`src/hdl/i2cms_pkg.sv`:
```
// Shared types and codes for the I2C master transaction sequencer.
// Request/response payload structs, opcode, action, phase, error and TWI status codes.
// No dependencies.
package i2cms_pkg;

  typedef enum logic [2:0] {
    OP_LOAD      = 3'd0,
    OP_START_WR  = 3'd1,
    OP_START_RD  = 3'd2,
    OP_STATUS    = 3'd3,
    OP_READBACK  = 3'd4
  } opcode_e;

  typedef enum logic [2:0] {
    ACT_NONE     = 3'd0,
    ACT_START    = 3'd1,
    ACT_ADDR     = 3'd2,
    ACT_ACK      = 3'd3,
    ACT_NACK     = 3'd4,
    ACT_STOP     = 3'd5,
    ACT_RELEASE  = 3'd6,
    ACT_REPSTART = 3'd7
  } action_e;

  typedef enum logic [1:0] {
    PH_READY = 2'd0,
    PH_RX    = 2'd1,
    PH_TX    = 2'd2
  } phase_e;

  typedef enum logic [2:0] {
    ERR_NONE      = 3'd0,
    ERR_ADDR_NACK = 3'd1,
    ERR_DATA_NACK = 3'd2,
    ERR_ARB_LOST  = 3'd3,
    ERR_BUS       = 3'd4
  } error_e;

  // TWI master status codes (low three bits masked off)
  localparam logic [7:0] ST_BUS_ERR     = 8'h00;
  localparam logic [7:0] ST_START       = 8'h08;
  localparam logic [7:0] ST_REP_START   = 8'h10;
  localparam logic [7:0] ST_SLA_W_ACK   = 8'h18;
  localparam logic [7:0] ST_SLA_W_NACK  = 8'h20;
  localparam logic [7:0] ST_DATA_W_ACK  = 8'h28;
  localparam logic [7:0] ST_DATA_W_NACK = 8'h30;
  localparam logic [7:0] ST_ARB_LOST    = 8'h38;
  localparam logic [7:0] ST_SLA_R_ACK   = 8'h40;
  localparam logic [7:0] ST_SLA_R_NACK  = 8'h48;
  localparam logic [7:0] ST_DATA_R_ACK  = 8'h50;
  localparam logic [7:0] ST_DATA_R_NACK = 8'h58;
  localparam logic [7:0] STATUS_MASK    = 8'hF8;

  localparam int unsigned LenW = 6;

  typedef struct packed {
    logic [2:0]      opcode;
    logic [6:0]      device_address;
    logic [LenW-1:0] byte_count;
    logic            stop_at_end;
    logic [7:0]      bus_status;
    logic [7:0]      data_byte;
    logic [4:0]      buffer_slot;
  } req_t;

  typedef struct packed {
    logic            accepted;
    logic [2:0]      bus_action;
    logic [7:0]      tx_byte;
    logic            tx_valid;
    logic [1:0]      phase;
    logic [2:0]      error_code;
    logic [7:0]      read_data;
    logic [LenW-1:0] received_count;
  } rsp_t;

  // Decision result before the buffer read data is merged in
  typedef struct packed {
    logic            accepted;
    action_e         action;
    logic [7:0]      tx_lit;
    logic            tx_valid;
    logic            tx_from_buf;
    phase_e          phase;
    error_e          error;
    logic            rd_from_buf;
    logic [LenW-1:0] rcount;
  } ctrl_res_t;

endpackage

```
`src/hdl/i2cms_buffer.sv`:
```
// Byte buffer of the sequencer: one write port, two registered read ports.
// Depends on nothing but its parameters.
module i2cms_buffer #(
  parameter int unsigned Depth = 32,
  parameter int unsigned AW    = 5
) (
  input  logic          clk_i,
  input  logic          we_i,
  input  logic [AW-1:0] waddr_i,
  input  logic [7:0]    wdata_i,
  input  logic          re_i,
  input  logic [AW-1:0] raddr_a_i,
  input  logic [AW-1:0] raddr_b_i,
  output logic [7:0]    rdata_a_o,
  output logic [7:0]    rdata_b_o
);

  logic [7:0] mem_q [Depth];
  logic [7:0] rdata_a_q;
  logic [7:0] rdata_b_q;

  always_ff @(posedge clk_i) begin
    if (we_i) begin
      mem_q[waddr_i] <= wdata_i;
    end
  end

  // hold read data until the next request is taken
  always_ff @(posedge clk_i) begin
    if (re_i) begin
      rdata_a_q <= mem_q[raddr_a_i];
      rdata_b_q <= mem_q[raddr_b_i];
    end
  end

  assign rdata_a_o = rdata_a_q;
  assign rdata_b_o = rdata_b_q;

endmodule

```
`src/hdl/i2cms_ctrl.sv`:
```
// Transaction control of the sequencer: state registers and per-request decision logic.
// Depends on i2cms_pkg; drives the write/read ports of i2cms_buffer.
module i2cms_ctrl
  import i2cms_pkg::*;
#(
  parameter int unsigned BufLen = 32,
  parameter int unsigned AW     = 5,
  parameter int unsigned PosW   = 6
) (
  input  logic          clk_i,
  input  logic          rst_ni,
  input  logic          fire_i,
  input  req_t          req_i,
  output ctrl_res_t     res_o,
  output logic          buf_we_o,
  output logic [AW-1:0] buf_waddr_o,
  output logic [7:0]    buf_wdata_o,
  output logic [AW-1:0] buf_raddr_a_o,
  output logic [AW-1:0] buf_raddr_b_o
);

  localparam int unsigned CW = (PosW > LenW) ? PosW : LenW;
  localparam logic [CW-1:0] BufLenW = CW'(BufLen);

  phase_e          phase_q, phase_d;
  logic            stop_q, stop_d;
  logic            rep_q, rep_d;
  error_e          err_q, err_d;
  logic [PosW-1:0] pos_q, pos_d;
  logic [LenW-1:0] limit_q, limit_d;
  logic [LenW-1:0] reqlen_q, reqlen_d;
  logic [7:0]      addr_rw_q, addr_rw_d;

  logic [CW-1:0]   slot_w, pos_w, pos_d_w, limit_w, count_w, pos_after_w;
  logic [7:0]      status;
  logic            slot_ok, rd_op, store;

  assign slot_w  = CW'(req_i.buffer_slot);
  assign pos_w   = CW'(pos_q);
  assign limit_w = CW'(limit_q);
  assign count_w = CW'(req_i.byte_count);
  assign status  = req_i.bus_status & STATUS_MASK;
  assign slot_ok = slot_w < BufLenW;
  assign rd_op   = (opcode_e'(req_i.opcode) == OP_START_RD);

  assign buf_raddr_a_o = pos_w[AW-1:0];
  assign buf_raddr_b_o = slot_w[AW-1:0];
  assign buf_wdata_o   = req_i.data_byte;

  always_comb begin
    phase_d   = phase_q;
    stop_d    = stop_q;
    rep_d     = rep_q;
    err_d     = err_q;
    pos_d     = pos_q;
    limit_d   = limit_q;
    reqlen_d  = reqlen_q;
    addr_rw_d = addr_rw_q;
    res_o     = '0;
    buf_we_o  = 1'b0;
    buf_waddr_o = slot_w[AW-1:0];
    store     = 1'b0;

    unique case (opcode_e'(req_i.opcode))
      OP_LOAD: begin
        if (phase_q == PH_READY && slot_ok) begin
          buf_we_o       = 1'b1;
          res_o.accepted = 1'b1;
        end
      end
      OP_START_WR, OP_START_RD: begin
        if (phase_q == PH_READY && count_w <= BufLenW &&
            !(rd_op && req_i.byte_count == '0)) begin
          res_o.accepted = 1'b1;
          phase_d   = rd_op ? PH_RX : PH_TX;
          stop_d    = req_i.stop_at_end;
          err_d     = ERR_NONE;
          pos_d     = '0;
          reqlen_d  = req_i.byte_count;
          limit_d   = rd_op ? req_i.byte_count - LenW'(1) : req_i.byte_count;
          addr_rw_d = {req_i.device_address, rd_op};
          if (rep_q) begin
            // repeated start already on the bus: send the address byte now
            rep_d          = 1'b0;
            res_o.action   = ACT_ADDR;
            res_o.tx_lit   = {req_i.device_address, rd_op};
            res_o.tx_valid = 1'b1;
          end else begin
            res_o.action = ACT_START;
          end
        end
      end
      OP_STATUS: begin
        res_o.accepted = 1'b1;
        unique case (status)
          ST_START, ST_REP_START: begin
            res_o.tx_lit   = addr_rw_q;
            res_o.tx_valid = 1'b1;
            res_o.action   = ACT_ACK;
          end
          ST_SLA_W_ACK, ST_DATA_W_ACK: begin
            if (pos_w < limit_w && pos_w < BufLenW) begin
              res_o.tx_valid    = 1'b1;
              res_o.tx_from_buf = 1'b1;
              pos_d             = pos_q + PosW'(1);
              res_o.action      = ACT_ACK;
            end else begin
              phase_d = PH_READY;
              if (stop_q) begin
                res_o.action = ACT_STOP;
              end else begin
                rep_d        = 1'b1;
                res_o.action = ACT_REPSTART;
              end
            end
          end
          ST_SLA_W_NACK: begin
            err_d = ERR_ADDR_NACK; phase_d = PH_READY; res_o.action = ACT_STOP;
          end
          ST_DATA_W_NACK: begin
            err_d = ERR_DATA_NACK; phase_d = PH_READY; res_o.action = ACT_STOP;
          end
          ST_ARB_LOST: begin
            err_d = ERR_ARB_LOST; phase_d = PH_READY; res_o.action = ACT_RELEASE;
          end
          ST_DATA_R_ACK, ST_SLA_R_ACK: begin
            store        = (status == ST_DATA_R_ACK);
            res_o.action = ((store ? pos_after_w : pos_w) < limit_w) ? ACT_ACK : ACT_NACK;
          end
          ST_DATA_R_NACK: begin
            store   = 1'b1;
            phase_d = PH_READY;
            if (stop_q) begin
              res_o.action = ACT_STOP;
            end else begin
              rep_d        = 1'b1;
              res_o.action = ACT_REPSTART;
            end
          end
          ST_SLA_R_NACK: begin
            phase_d = PH_READY; res_o.action = ACT_STOP;
          end
          ST_BUS_ERR: begin
            err_d = ERR_BUS; phase_d = PH_READY; res_o.action = ACT_STOP;
          end
          default: begin
          end
        endcase
        // drop received bytes once the buffer is full
        if (store && pos_w < BufLenW) begin
          buf_we_o    = 1'b1;
          buf_waddr_o = pos_w[AW-1:0];
          pos_d       = pos_q + PosW'(1);
        end
      end
      OP_READBACK: begin
        if (slot_ok) begin
          res_o.accepted    = 1'b1;
          res_o.rd_from_buf = 1'b1;
        end
      end
      default: begin
      end
    endcase

    res_o.phase = phase_d;
    res_o.error = err_d;
    pos_d_w     = CW'(pos_d);
    res_o.rcount = (pos_d_w < CW'(reqlen_d)) ? pos_d_w[LenW-1:0] : reqlen_d;
  end

  // position as seen after a possible store, for the ack/nack choice
  assign pos_after_w = (pos_w < BufLenW) ? pos_w + CW'(1) : pos_w;

  always_ff @(posedge clk_i or negedge rst_ni) begin
    if (!rst_ni) begin
      phase_q   <= PH_READY;
      stop_q    <= 1'b1;
      rep_q     <= 1'b0;
      err_q     <= ERR_NONE;
      pos_q     <= '0;
      limit_q   <= '0;
      reqlen_q  <= '0;
      addr_rw_q <= '0;
    end else if (fire_i) begin
      phase_q   <= phase_d;
      stop_q    <= stop_d;
      rep_q     <= rep_d;
      err_q     <= err_d;
      pos_q     <= pos_d;
      limit_q   <= limit_d;
      reqlen_q  <= reqlen_d;
      addr_rw_q <= addr_rw_d;
    end
  end

endmodule

```
`src/hdl/i2c_master_transaction_sequencer_unit.sv`:
```
// Top level of the I2C master transaction sequencer.
// Depends on i2cms_pkg, i2cms_ctrl and i2cms_buffer.
//
//   channel | direction | handshake               | payload
//   --------+-----------+-------------------------+--------
//   request | in        | req_valid_i/req_ready_o | req_i (req_t)
//   result  | out       | rsp_valid_o/rsp_ready_i | rsp_o (rsp_t)
//
// One request per cycle unless the result stalls; results show in the next cycle.
// The decision is made in one pass from the request and the state registers and
// lands in the result register together with the buffer read data.
// A stalled result holds the register; a new request is taken in the same cycle
// that the waiting result is taken. Reset clears all control state; the buffer
// contents stay undefined until written.
module i2c_master_transaction_sequencer_unit
  import i2cms_pkg::*;
#(
  parameter int unsigned BUF_LEN = 32
) (
  input  logic clk_i,
  input  logic rst_ni,
  input  logic req_valid_i,
  output logic req_ready_o,
  input  req_t req_i,
  output logic rsp_valid_o,
  input  logic rsp_ready_i,
  output rsp_t rsp_o
);

  localparam int unsigned AW   = $clog2(BUF_LEN);
  localparam int unsigned PosW = $clog2(BUF_LEN + 1);

  logic          fire;
  ctrl_res_t     res_d, res_q;
  logic          rsp_valid_q;
  logic          buf_we;
  logic [AW-1:0] buf_waddr, buf_raddr_a, buf_raddr_b;
  logic [7:0]    buf_wdata, buf_rdata_a, buf_rdata_b;

  // take a request whenever the result register is empty or being emptied
  assign req_ready_o = !rsp_valid_q || rsp_ready_i;
  assign fire        = req_valid_i && req_ready_o;

  i2cms_ctrl #(
    .BufLen (BUF_LEN),
    .AW     (AW),
    .PosW   (PosW)
  ) u_ctrl (
    .clk_i         (clk_i),
    .rst_ni        (rst_ni),
    .fire_i        (fire),
    .req_i         (req_i),
    .res_o         (res_d),
    .buf_we_o      (buf_we),
    .buf_waddr_o   (buf_waddr),
    .buf_wdata_o   (buf_wdata),
    .buf_raddr_a_o (buf_raddr_a),
    .buf_raddr_b_o (buf_raddr_b)
  );

  // port A: next transmit byte at the current position; port B: read-back slot
  i2cms_buffer #(
    .Depth (BUF_LEN),
    .AW    (AW)
  ) u_buffer (
    .clk_i     (clk_i),
    .we_i      (buf_we && fire),
    .waddr_i   (buf_waddr),
    .wdata_i   (buf_wdata),
    .re_i      (fire),
    .raddr_a_i (buf_raddr_a),
    .raddr_b_i (buf_raddr_b),
    .rdata_a_o (buf_rdata_a),
    .rdata_b_o (buf_rdata_b)
  );

  always_ff @(posedge clk_i or negedge rst_ni) begin
    if (!rst_ni) begin
      rsp_valid_q <= 1'b0;
    end else if (fire) begin
      rsp_valid_q <= 1'b1;
    end else if (rsp_ready_i) begin
      rsp_valid_q <= 1'b0;
    end
  end

  // payload register: hold while the result is stalled
  always_ff @(posedge clk_i) begin
    if (fire) begin
      res_q <= res_d;
    end
  end

  // merge buffer read data into the result
  always_comb begin
    rsp_o.accepted       = res_q.accepted;
    rsp_o.bus_action     = res_q.action;
    rsp_o.tx_byte        = res_q.tx_from_buf ? buf_rdata_a : res_q.tx_lit;
    rsp_o.tx_valid       = res_q.tx_valid;
    rsp_o.phase          = res_q.phase;
    rsp_o.error_code     = res_q.error;
    rsp_o.read_data      = res_q.rd_from_buf ? buf_rdata_b : 8'h00;
    rsp_o.received_count = res_q.rcount;
  end

  assign rsp_valid_o = rsp_valid_q;

  // a taken request always shows a result in the next cycle
  a_fire_gives_rsp: assert property (@(posedge clk_i) disable iff (!rst_ni)
    fire |=> rsp_valid_o)
    else $error("request taken without a result");

  // a byte goes to the bus only with an address or ack action
  a_tx_action: assert property (@(posedge clk_i) disable iff (!rst_ni)
    rsp_valid_o && rsp_o.tx_valid |->
      (rsp_o.bus_action == ACT_ADDR || rsp_o.bus_action == ACT_ACK))
    else $error("tx byte without matching bus action");

  // read-back data and transmit byte never appear together
  a_rd_tx_excl: assert property (@(posedge clk_i) disable iff (!rst_ni)
    rsp_valid_o && res_q.rd_from_buf |-> !rsp_o.tx_valid)
    else $error("read back and transmit in one result");

  // release, stop and repeated start all leave the sequencer ready
  a_end_ready: assert property (@(posedge clk_i) disable iff (!rst_ni)
    rsp_valid_o && (rsp_o.bus_action == ACT_RELEASE || rsp_o.bus_action == ACT_STOP ||
                    rsp_o.bus_action == ACT_REPSTART) |-> rsp_o.phase == PH_READY)
    else $error("transaction end without ready phase");

endmodule

```
`config.mk`:
```
export PLATFORM = sky130hd
export DESIGN_NAME = i2c_master_transaction_sequencer_unit
export DESIGN_NICKNAME = d
export VERILOG_FILES = /design/src/hdl/i2cms_pkg.sv /design/src/hdl/i2cms_buffer.sv /design/src/hdl/i2cms_ctrl.sv /design/src/hdl/i2c_master_transaction_sequencer_unit.sv
export SDC_FILE = /design/constraint.sdc
export NUM_CORES = 1
export LEC_CHECK = 0
export BUFFER_PORTS_ARGS = -buffer_cell sky130_fd_sc_hd__buf_2
export CAP_MARGIN = 20
export CORE_MARGIN = 4
export CORE_UTILIZATION = 67
export DETAILED_ROUTE_END_ITERATION = 8
export PLACE_DENSITY = 0.86
export SYNTH_ARGS = -nofsm -noshare
export SYNTH_HDL_FRONTEND = slang
export SYNTH_SLANG_ARGS = --single-unit
export TNS_END_PERCENT = 5
```
`constraint.sdc`:
```
create_clock -name clk_i -period 6.7 [get_ports clk_i]
set_clock_uncertainty 0.2 [all_clocks]
set_input_delay 0.67 -clock clk_i [delete_from_list [all_inputs] [get_ports clk_i]]
set_output_delay 0.67 -clock clk_i [all_outputs]
set_load 0.01 [all_outputs]
```
==> results.md, run 1 <==
- H-tree level count: 2
- Share of post-route cells with drive strength above 1: 24.9%
- FMAX: between 150 and 200 MHz
- Sink Count: 332
- Crit-path max cell delay: ~1100 ps
- Largest net degree at the start of global routing: 46
- Max-slew headroom: between 20% and 30%
- Vert. Die Dim: 165 um
- Cells along the critical path: ha_1 > a21oi_1 > o21ai_0 > a21oi_1 > a31oi_1 > o311a_1 > a21oi_1 > inv_1 > ha_1 > a21o_1 > a21oi_1 > inv_1 > a311oi_1 > o21ai_1 > a41oi_2 > mux2_2
- CP Capture Type: flip-flop
- Drt first pass iters: 8
- Total Negative Setup Slacks: 0 ps
- Unrepaired setup endpoints after global routing: no
- Hold Buf Count CTS: 0
- Avg WL per Cell: between 20 and 30 um
- Startpoint types: flip-flop
- Syn Inst Count: 1079
- Worst skew pair latency: 520 ps
- RD Place Congestion: 0.976
- Pwr Total: 5.01 mW
- Clk buf depth: 3
- Die area: 27100 um2
- Peak supply drop: 0.214 mV
- Outcome: finished, final reports clean
- Setup slack at placement: around 1300 ps
- Routed wire length: 41.5 mm
- Layout area overhead: 10.0%
- Syn_nets: roughly 1.1k
- Mapped Area: 16400 um2
- Number of synthesized flops with an enable pin: 298
- Resize count post-CTS: 0
- Drt drc: 0
- Max-cap violation count: 0
- Vias: approximately 11k
- Clk root buf: clkbuf_16
- Crit Path Class: flip-flop to flip-flop
- Leading post-synthesis cells by cell area: edfxtp_1 54%, mux4_2 16%, dfrtp_1 5.0%, mux2i_1 3.5%, o221ai_1 2.1%
- Post-route setup slack: 1410 ps
- # rows: 57
- Cell variety after synth: 68
- LEAKAGE: around 6.1 nW
- Layout Nets: ~1.2k
- Synth Flop Type: edfxtp_1
- Final Hold Vio Count: 0
- Cell with the most instances after synthesis: edfxtp_1
- Vias in the first global route: between 10k and 15k
- Post-synth top area share: 54.4%
- Vias/cell: 7.27
- Asr flop ratio synth: 10.2%
- Cell mode on critical path: a21oi_1
- Minimum clock period: 5290 ps
- Worst EP arrival: approximately 5400 ps
- CP max stage cell: dfrtp_1
- CTS tree: yes
- Yosys top cell by area: edfxtp_1
- Placed Cells: 1405
- Crit-path max FO: 24
- Post-synthesis sequential area ratio: slightly below 60%
- Total gr overflow: 0
- Initial antenna violation count: 1
- Post-CTS Setup Inserts: 0
- Post-synth top cells: 298 x edfxtp_1, 120 x mux4_2, 90 x nor2_1, 79 x nand2_1, 57 x mux2i_1
- Crit path required time: 6760 ps
- Final ANT Viol Nets: 0
- Slew Limit Fails: 0
- Warnings, synthesis: 0
- FF+latch area: 9810 um2
- Core Area: between 20000 and 25000 um2
- Period utilization: 78.9%
- # setup viols final: 0
- Initial core utilization: 67.8%
- HPWL Detailed: 26.7 mm
- Cell Area, Placed: between 15000 and 20000 um2
- Clock slew at reported path FFs: 60 ps
- Die X: 165 um
- Ports: 76
- GRT Overall Usage: 31.1%
- Slew @ Worst Pin: 1120 ps
- Area of the multi-input gates: 6170 um2
- Layout Cells excl Fill: 1467
- Power per Cell Area: 277 nW/um2
- Post-Layout Inst Area: 18100 um2
- Synthesized flop and latch total: about 330
- Port buffer count: slightly above 70
- Synthesized area per cell: 15.2 um2
- CTS Buf Count: 36
- Initial DRC count: 1562
- Worst min path class: input port to async pin
- First-pass GRT wire length: 62.6 mm
- Fillers: 1377
[where the power goes]
part	leakage [nW]	switching, mW	internal, mW
Sequential	3.13	0.0491	2.34
Clock	0.556	0.772	1.13
Combinational	2.46	0.425	0.293
[routing by layer]
layer | vias up | global-route usage, % | wire length, um
met5 | - | 0 | 13
met4 | 2 | 9.94 | 1700
met3 | 166 | 7.89 | 5220
met2 | 841 | 49.6 | 19600
met1 | 5280 | 43.0 | 15000
li1 | 4377 | - | -
[worst max-delay path: cells and delay by family (launching register included)]
family,cells,cell delay (ps)
buf+inv,2,140
compound gates,11,2520
mux,1,380
flops,1,1080
fa+ha+maj,2,700
[registers in the layout, indices dropped and copies added (netlist names)]
signal and flops:
res_q 10, rsp_o 16, rsp_valid_o 1, u_buffer.mem_q 256
u_buffer.rdata_a_o 8, u_buffer.rdata_b_o 8, u_ctrl.addr_rw_q 8, u_ctrl.err_q 3
u_ctrl.limit_q 6, u_ctrl.phase_q 2, u_ctrl.pos_q 6, u_ctrl.rep_q 1
u_ctrl.reqlen_q 6, u_ctrl.stop_q 1
[worst paths after layout]
kind	to	slack, ps	cells after the start	from
worst max-delay path	rsp_o[5]	1410	16	u_ctrl.pos_q[3]
worst min-delay path	u_ctrl.pos_q[4]	70	1	rst_ni
worst max register to register	rsp_o[5]	1410	16	u_ctrl.pos_q[3]
worst min register to register	u_ctrl.err_q[1]	290	1	u_ctrl.err_q[1]
max in group asynchronous	u_ctrl.pos_q[0]	5590	1	rst_ni
min in group clk_i	rsp_valid_o	170	2	req_valid_i
[layout by cell type, fill, tap and decap left out, types with 5 or more instances in the layout]
master,netlist,routed
nor2_1,90,90
mux2_2,14,14
o21a_1,5,5
xnor2_1,7,7
dfrtp_1,33,31
buf_2,9,71
a21oi_1,18,18
and3_1,5,5
o21ai_0,30,30
clkbuf_1,44,8
and2_1,18,18
a31oi_1,8,8
a22o_1,8,8
inv_1,23,23
clkbuf_16,0,38
nand2b_1,15,15
edfxtp_1,298,298
mux4_2,120,120
clkinv_1,3,5
nor3_1,13,13
mux2_1,12,12
ha_1,18,18
nand3_1,13,13
mux2i_1,57,57
nand2_1,79,79
a21o_1,5,5
o221ai_1,40,40
buf_4,16,11
[cell type report]
type / count / area share [%]
Clock buffer: 48 / 5.57
Tap cell: 324 / 2.24
Clock inverter: 12 / 0.692
Timing Repair Buffer: 84 / 2.61
Inverter: 26 / 0.539
Sequential cell: 332 / 54.2
Multi-Input combinational cell: 640 / 34.1
Antenna cell: 1 / 0.0138
[through the flow]
step | hold slack (ps) | utilization (%)
after global placement | 266 | 69.8
after CTS | 82.3 | 74.6
after detailed placement | 273 | 69.9
after floorplan | 174 | -
after global routing | 124 | 74.6
final | 70.3 | 74.6
[kinds of logic after synthesis]
| family | synth area share (%) |
|---|---|
| AO/OA/AOI/OAI | 6.55 |
| adder cells (fa/ha/maj) | 1.37 |
| AND/OR/NAND/NOR | 7.36 |
| multiplexers | 21.7 |
| flip-flops | 59.6 |
| XOR/XNOR | 0.586 |
| buffers and inverters | 2.88 |
No activity file was read; power rests on OpenSTA's default activity.
==> run 2, diff against run 1 <==
--- a/config.mk
+++ b/config.mk
@@ -5,12 +5,13 @@
 export SDC_FILE = /design/constraint.sdc
 export NUM_CORES = 1
 export LEC_CHECK = 0
+export ABC_AREA = 1
 export BUFFER_PORTS_ARGS = -buffer_cell sky130_fd_sc_hd__buf_2
 export CAP_MARGIN = 20
 export CORE_MARGIN = 4
-export CORE_UTILIZATION = 67
+export CORE_UTILIZATION = 62
 export DETAILED_ROUTE_END_ITERATION = 8
-export PLACE_DENSITY = 0.86
+export PLACE_DENSITY = 0.8
 export SYNTH_ARGS = -nofsm -noshare
 export SYNTH_HDL_FRONTEND = slang
 export SYNTH_SLANG_ARGS = --single-unit
==> constraint.sdc (replaced) <==
create_clock -name clk_i -period 5.1 [get_ports clk_i]
set_clock_uncertainty 0.2 [all_clocks]
set_input_delay 0.51 -clock clk_i [delete_from_list [all_inputs] [get_ports clk_i]]
set_output_delay 0.51 -clock clk_i [all_outputs]
set_load 0.01 [all_outputs]
==> results.md, run 2 <==
- Vias: 13.8k (+30%)
- Syn Inst Count: 1662 (+54%)
- Peak supply drop: 0.285 mV (+33%)
- Post-CTS Setup Inserts: 0 (unchanged)
- Warnings, synthesis: 0 (unchanged)
- Final core occ: 69.4% (-5.2 points)
- HPWL Detailed: 29.1 mm (+9.0%)
- Sink Count: 332 (unchanged)
- Ports: 76 (unchanged)
- Clk root buf: clkbuf_16
- Cell variety after synth: 46 (-32%)
- Post-synth top area share: 53.8% (-0.62 points)
- Met1 Track Usage GR: 43.2% (+0.20 points)
- Setup slack at placement: 1390 ps (+53.9 ps)
- Synth Flop Type: edfxtp_1
- Leading post-synthesis cells by cell area: edfxtp_1 54%, o21ai_0 8.8%, nor2_1 7.2%, dfrtp_1 5.0%, nand2_1 3.2%
- Synthesized flop and latch total: 332 (unchanged)
- LEAKAGE: 6.56 nW (+6.6%)
- Most frequent cells in the layout: 320 x nor2_1, 298 x edfxtp_1, 292 x o21ai_0, 142 x nand2_1, 74 x o22ai_1
- Port buffer count: 72 (unchanged)
- Final ANT Viol Nets: 0 (unchanged)
- Worst EP arrival: 3870 ps (-1480 ps)
- Commonest non-fill, non-tap cell in the layout: nor2_1
- Vias/cell: 6.79 (-6.6%)
- Drt first pass iters: 9 (+1)
- # setup viols final: 0 (unchanged)
- Slew @ Worst Pin: 996 ps (-128 ps)
- GRT Overall Usage: 32.3% (+1.2 points)
- Share of post-route cells with drive strength above 1: 11.8% (-13 points)
- Routed wire length: 48.3 mm (+16%)
- GRT busiest layer: met2
- Total Negative Setup Slacks: 0 ps (unchanged)
- Die X: 172 um (+4.3%)
- Vert. Die Dim: 172 um (+4.3%)
- Worst skew pair latency: 530 ps (about the same)
- Internal power: 5.17 mW (+37%)
- Drt drc: 0 (unchanged)
- Comb power frac: 23.2% (+8.9 points)
- Max-cap violation count: 0 (unchanged)
- Final Hold Vio Count: 0 (unchanged)
- Max FFs per register: 256 (unchanged)
- Crit path required time: 5180 ps (-1580 ps)
- Minimum clock period: 3790 ps (-1500 ps)
- Cell with the most instances after synthesis: nor2_1
- Initial DRC count: 2415 (+55%)
- Post-route setup slack: 1310 ps (-97.8 ps)
- Unrepaired setup endpoints after global routing: no
- Avg WL per Cell: 23.7 um (-16%)
- Met3 usage: 6.27% (-1.6 points)
- Die area: 29500 um2 (+8.8%)
- Mapped Area: 16600 um2 (+1.1%)
- Synthesized area per cell: 10.0 um2 (-34%)
- Period utilization: 74.2% (-4.7 points)
- Slew Limit Fails: 0 (unchanged)
- RD Place Congestion: 0.926 (-5.2%)
- Clk buf depth: 3 (unchanged)
- Max-slew headroom: 33.3% (+8.3 points)
- Total gr overflow: 0 (unchanged)
- Largest reg by FF count: u_buffer.mem_q
- First-pass GRT wire length: 72.9 mm (+16%)
- Switching power total: 2.38 mW (+91%)
- CTS Buf Count: 36 (unchanged)
- Yosys top cell by area: edfxtp_1
- Switching share of power: 31.6% (+6.7 points)
- CP Capture Type: flip-flop
- Syn_nets: 1722 (+51%)
- Layout area overhead: 9.33%
- Worst min path class: input port to flip-flop
- Layout Nets: 1733 (+47%)
- Crit-path max FO: 63 (+160%)
- Hold WS: 47.5 ps (-22.8 ps)
- H-tree level count: 2 (unchanged)
- Asr flop ratio synth: 10.2% (unchanged)
- Initial core utilization: 63.5% (-4.3 points)
- Largest net degree at the start of global routing: 89 (+93%)
- M2 GR Usage: 52.4% (+2.8 points)
- # rows: 59 (+3.5%)
- Startpoint types: flip-flop
- Fillers: 1844 (+34%)
- Outcome: finished, final reports clean
- Sequential share of power: 43.4% (-4.2 points)
- Crit Path Class: flip-flop to flip-flop
- Number of synthesized flops with an enable pin: 298 (unchanged)
- Post-synthesis sequential area ratio: 58.9% (-0.68 points)
- Power per Cell Area: 415 nW/um2 (+50%)
- Post-synth top cells: 320 x nor2_1, 298 x edfxtp_1, 292 x o21ai_0, 142 x nand2_1, 89 x clkbuf_1
- FMAX: 264 MHz (+40%)
- CTS tree: yes
- Clk network pwr share: 33.4% (-4.7 points)
- Core Area: 26200 um2 (+8.1%)
- Clock slew at reported path FFs: 60 ps (about the same)
- Vias in the first global route: 13.1k (+24%)
- Initial antenna violation count: 1 (unchanged)
run 2: power groups by stage:
stage	combinational, mW	sequential, mW	clock, mW
after CTS	1.71	3.28	2.52
final	1.75	3.28	2.52
after detailed placement	1.69	3.33	0
after floorplan	1.22	3.25	0
after global routing	1.91	3.29	2.64
after global placement	1.64	3.32	0
run 2: per-layer routing:
metal | vias to the layer above | part of all wire, %
li1 | 6048 | -
met1 | 6492 | 35
met2 | 1099 | 47
met3 | 194 | 13
met4 | 0 | 5.1
met5 | - | 0
run 2: repair_timing:
item	4_1_cts	5_1_grt
hold buffers	1	0
gates resized for setup	0	0
endpoints found under the hold margin	33	0
run 2: through the flow:
step / cells / instance area [um2] / total power, mW
final: 2036 / 18200 / 7.55
after detailed placement: 1969 / 17000 / 5.02
after CTS: 2035 / 18200 / 7.51
after global routing: 2035 / 18200 / 7.84
after floorplan: 1662 / 16600 / 4.47
after global placement: 1969 / 17000 / 4.96
run 2: path summary, 6_finish.rpt:
path | slack [ps] | start | depth (start not counted) | to
setup / recovery | 1310 | u_ctrl.pos_q[0] | 17 | rsp_o[1]
hold / removal | 50 | req_i[21] | 3 | u_ctrl.stop_q
setup reg to reg | 1310 | u_ctrl.pos_q[0] | 17 | rsp_o[1]
hold reg to reg | 290 | u_ctrl.addr_rw_q[4] | 2 | u_ctrl.addr_rw_q[4]
max in group asynchronous | 3640 | rst_ni | 2 | u_ctrl.pos_q[0]
min in group asynchronous | 440 | rst_ni | 2 | u_ctrl.err_q[2]
run 2: cell families (layout without fill, tap and decap cells):
| logic type | after synthesis | count (layout) | share of synthesized area (%) |
|---|---|---|---|
| simple gates | 533 | 533 | 13.2 |
| compound gates | 523 | 523 | 18.5 |
| flops | 332 | 332 | 58.9 |
| buf+inv | 212 | 250 | 5.39 |
| mux | 38 | 38 | 2.35 |
| fa+ha+maj | 18 | 18 | 1.35 |
| xor+xnor | 6 | 6 | 0.316 |
| other cells | 0 | 1 | 0 |
run 2: critical path: stages (launching register included):
cell      delay (ps)
dfrtp_4          790
inv_6            230
nand2_1           90
nand2_1           60
nand2_1           50
nand2_1          100
nand3_1          140
nor2_2           170
o21ai_1          130
o21ai_0          480
ha_1             340
a21oi_1          130
nor2_1            50
a211oi_1         160
buf_4            190
nand2_4           70
nand2_1           70
nand2_1           50
run 2: final cells by class:
cell class                 count  area (um2)  area share (%)
antenna                        1        2.50          0.0138
clock buffer                  50         996            5.48
timing repair buffer          98         561            3.08
clock inverter                15         135           0.743
tap                          335         419            2.30
multi-input combinational   1118        5940            32.7
sequential                   332        9800            53.9
inverter                      87         333            1.83
